--- src/rtl/swrl_ram.sv ---
module swrl_ram #(
	parameter int Width = 8,
	parameter int Depth = 2
) (
	input  logic                                     clk,
	input  logic                                     we,
	input  logic [$clog2(Depth > 1 ? Depth : 2)-1:0] waddr,
	input  logic [Width-1:0]                         wdata,
	input  logic [$clog2(Depth > 1 ? Depth : 2)-1:0] raddr,
	output logic [Width-1:0]                         rdata
);

	logic [Width-1:0] mem [Depth];

	// single write port, registered read port
	always_ff @(posedge clk) begin
		if (we) begin
			mem[waddr] <= wdata;
		end
		rdata <= mem[raddr];
	end

endmodule
--- config.mk ---
export PLATFORM = sky130hd
export DESIGN_NAME = swrl_ram
export DESIGN_NICKNAME = d
export VERILOG_FILES = /design/src/rtl/swrl_ram.sv
export SDC_FILE = /design/constraint.sdc
export NUM_CORES = 1
export LEC_CHECK = 0
export ABC_AREA = 1
export ABC_CLOCK_PERIOD_IN_PS = 1300
export BUFFER_PORTS_ARGS = -buffer_cell sky130_fd_sc_hd__buf_2
export CAP_MARGIN = 20
export CORE_UTILIZATION = 48
export CTS_CLUSTER_DIAMETER = 100
export DETAILED_ROUTE_END_ITERATION = 6
export GPL_ROUTABILITY_DRIVEN = 0
export GPL_TIMING_DRIVEN = 0
export PLACE_DENSITY = 0.71
export SYNTH_ARGS = -nofsm -noshare
export SYNTH_HDL_FRONTEND = slang
export SYNTH_SLANG_ARGS = --single-unit
--- constraint.sdc ---
create_clock -name clk -period 1.3 [get_ports clk]
set_input_delay 0.26 -clock clk [delete_from_list [all_inputs] [get_ports clk]]
set_output_delay 0.26 -clock clk [all_outputs]
set_load 0.03 [all_outputs]
==> impl_metrics.yaml <==
routing:
  drt-wirelength-per-cell_um: 10.59
  dr_wl_met3_um: 40
  wl_met2_um: 543
  drc_errors: 0
  ant_nets: 0
  firstDrtPassIters: 4
  wl_um: 974
  wl_met1_um: 344
  drt_iter0_drc: 17
  vias_per_cell: 4.707
  highest_layer: "met4"
  vias: 433
placed_design:
  dpl_worst_slack_ps: 7.821
  dp_hpwl_um: 653.4
  port_buffers: 18
  dpl.cell_count: 88
yosys:
  synthCells: 54
  synth_nets: 66
  yosysSeqAreaShare_pct: 84.21
  yosysWarnings: 0
  ys_types: 7
  syn_area_um2: 760.7
  syn_avg_cell_area_um2: 14.09
  synth.ff_latch_count: 24
worst_setup_path:
  cp_slowest_cell: "dfxtp_1"
  cpPeakStageDelay_ps: 330
  startpoint_type: "register"
  path_class: "register to primary output"
  cp-startpoint: "rdata[5]"
  worstPathRequired_ps: 1040
  path_cells: "buf_2"
  critical-path-top-delay-family: "flip-flops"
  endpoint_kind: "primary output"
  cp.arrival_ps: 820
  r2r-start: "mem[0][5]"
  cp_num_buf_inv: 1
  cp_max_fo: 1
global_route:
  antenna_found_initial: 0
  grt_remaining_overflow: 0
  grt_pass1_wl_mm: 1.593
  grt_max_degree: 14
  gr-usage-all-layers_pct: 13.45
  grt_pass1_vias: 424
clock_tree:
  cts_tree: "done"
  cts-resized-gates: 0
  cts_buffer_depth: 2
  h-tree-depth: 1
  cts-hold-fix-buffers: 0
  clkTransAtPathRegs_ps: 120
  cts_root_buf: "clkbuf_4"
  cts_buffers: 3
  cts.sinks: 24
  post_cts_buffers: 0
  clock_latency_ps: 310
sta:
  slew_headroom_pct: 56.22
  finalWorstSetupSlack_ps: 218.6
  post-route-period-util_pct: 83.18
  hold_violations: 0
  rsz0062_at_grt: "no"
  setup_violations: 0
  slew_violations: 0
  fin_tns_setup_ps: 0
  skew_ps: 3.027
  worstMarginPinSlew_ps: 654.4
  min_period_ps: 1081
  fmax_mhz: 924.7
job:
  maxCapViolations: 0
floorplanning:
  core-area_um2: 1489
  initial_core_util_pct: 51.09
  row_count: 14
  die-width_um: 41.81
  io_pins: 20
  fp.dieArea_um2: 1748
  die_y_um: 41.81
pwr:
  leakage_nw: 0.4035
  ir_drop_v: 0.0009771
  finalPower_mw: 1.329
  pwr_density_cell_nw_per_um2: 1481
layout:
  fin_cells: 92
  drive_gt1_share_pct: 30.26
  fillers: 118
  nets: 89
  area_delta_synth_final_pct: 17.93
  num_antenna_cells: 0
min_path:
  holdCritStartpoint: "wdata[3]"
  hp-class: "input pin to register"
status:
  status: "completed"
## Yosys cell counts
| master | number | area share, % |
|---|---|---|
| nand2_1 | 25 | 12 |
| edfxtp_1 | 16 | 63 |
| dfxtp_1 | 8 | 21 |
| inv_1 | 2 | 0.99 |
| buf_6 | 1 | 1.5 |
| inv_2 | 1 | 0.49 |
| nor2_1 | 1 | 0.49 |
## final cells by class
cell class | instances | area (um^2) | area share, %
buffer | 1 | 11.26 | 1.255
clock buffer | 3 | 22.52 | 2.510
clock inverter | 1 | 3.754 | 0.4184
inverter | 3 | 11.26 | 1.255
multi-input combinational | 26 | 97.59 | 10.88
sequential | 24 | 640.6 | 71.41
tap | 16 | 20.02 | 2.232
timing repair buffer | 18 | 90.09 | 10.04
## state kept, by name (all words and copies together) (netlist names)
name	count
mem	16
rdata	8
## logic make-up (layout without fill, tap and decap cells)
group	count (synthesis)	after routing	share of synthesized area (%)
flops	24	24	84.21
buf+inv	4	26	2.960
simple gates	26	26	12.83
## metal layers
layer	vias up	track usage, %
met1	191	10.67
met4	0	13.55
met2	17	25.31
li1	220	-
met3	5	2.609
met5	-	0
## report_power, final
group / switching (mW) / internal [mW]
Clock: 0.204 / 0.112
Sequential: 0.0123 / 0.873
Combinational: 0.0879 / 0.0395
## final timing paths
| kind | slack, ps | end | cells past startpoint |
|---|---|---|---|
| worst max-delay path | 220 | rdata[5] | 1 |
| worst min-delay path | 130 | mem[0][3] | 1 |
| worst max register to register | 680 | rdata[5] | 2 |
| worst min register to register | 450 | rdata[1] | 2 |
## metrics by stage
stage	area, um^2	hold WS (ps)	util (%)
finish	897.1	128.8	60.25
global route	897.1	117.4	60.25
CTS	897.1	126.4	60.25
detailed placement	870.8	425.8	58.49
global placement	870.8	414.2	58.49
floorplan	760.7	358.9	-
## layout by cell type (no fill, tap or decap), drive strengths merged
cell | synthesis | routed
buf | 1 | 19
clkbuf | 0 | 3
clkinv | 0 | 1
dfxtp | 8 | 8
edfxtp | 16 | 16
inv | 3 | 3
nand2 | 25 | 25
nor2 | 1 | 1
## worst register-to-register path, cell delays in order (launching register included)
cell and delay [ps]:
edfxtp_1 400, nand2_1 80, nand2_1 50
No activity file was read; power rests on OpenSTA's default activity.
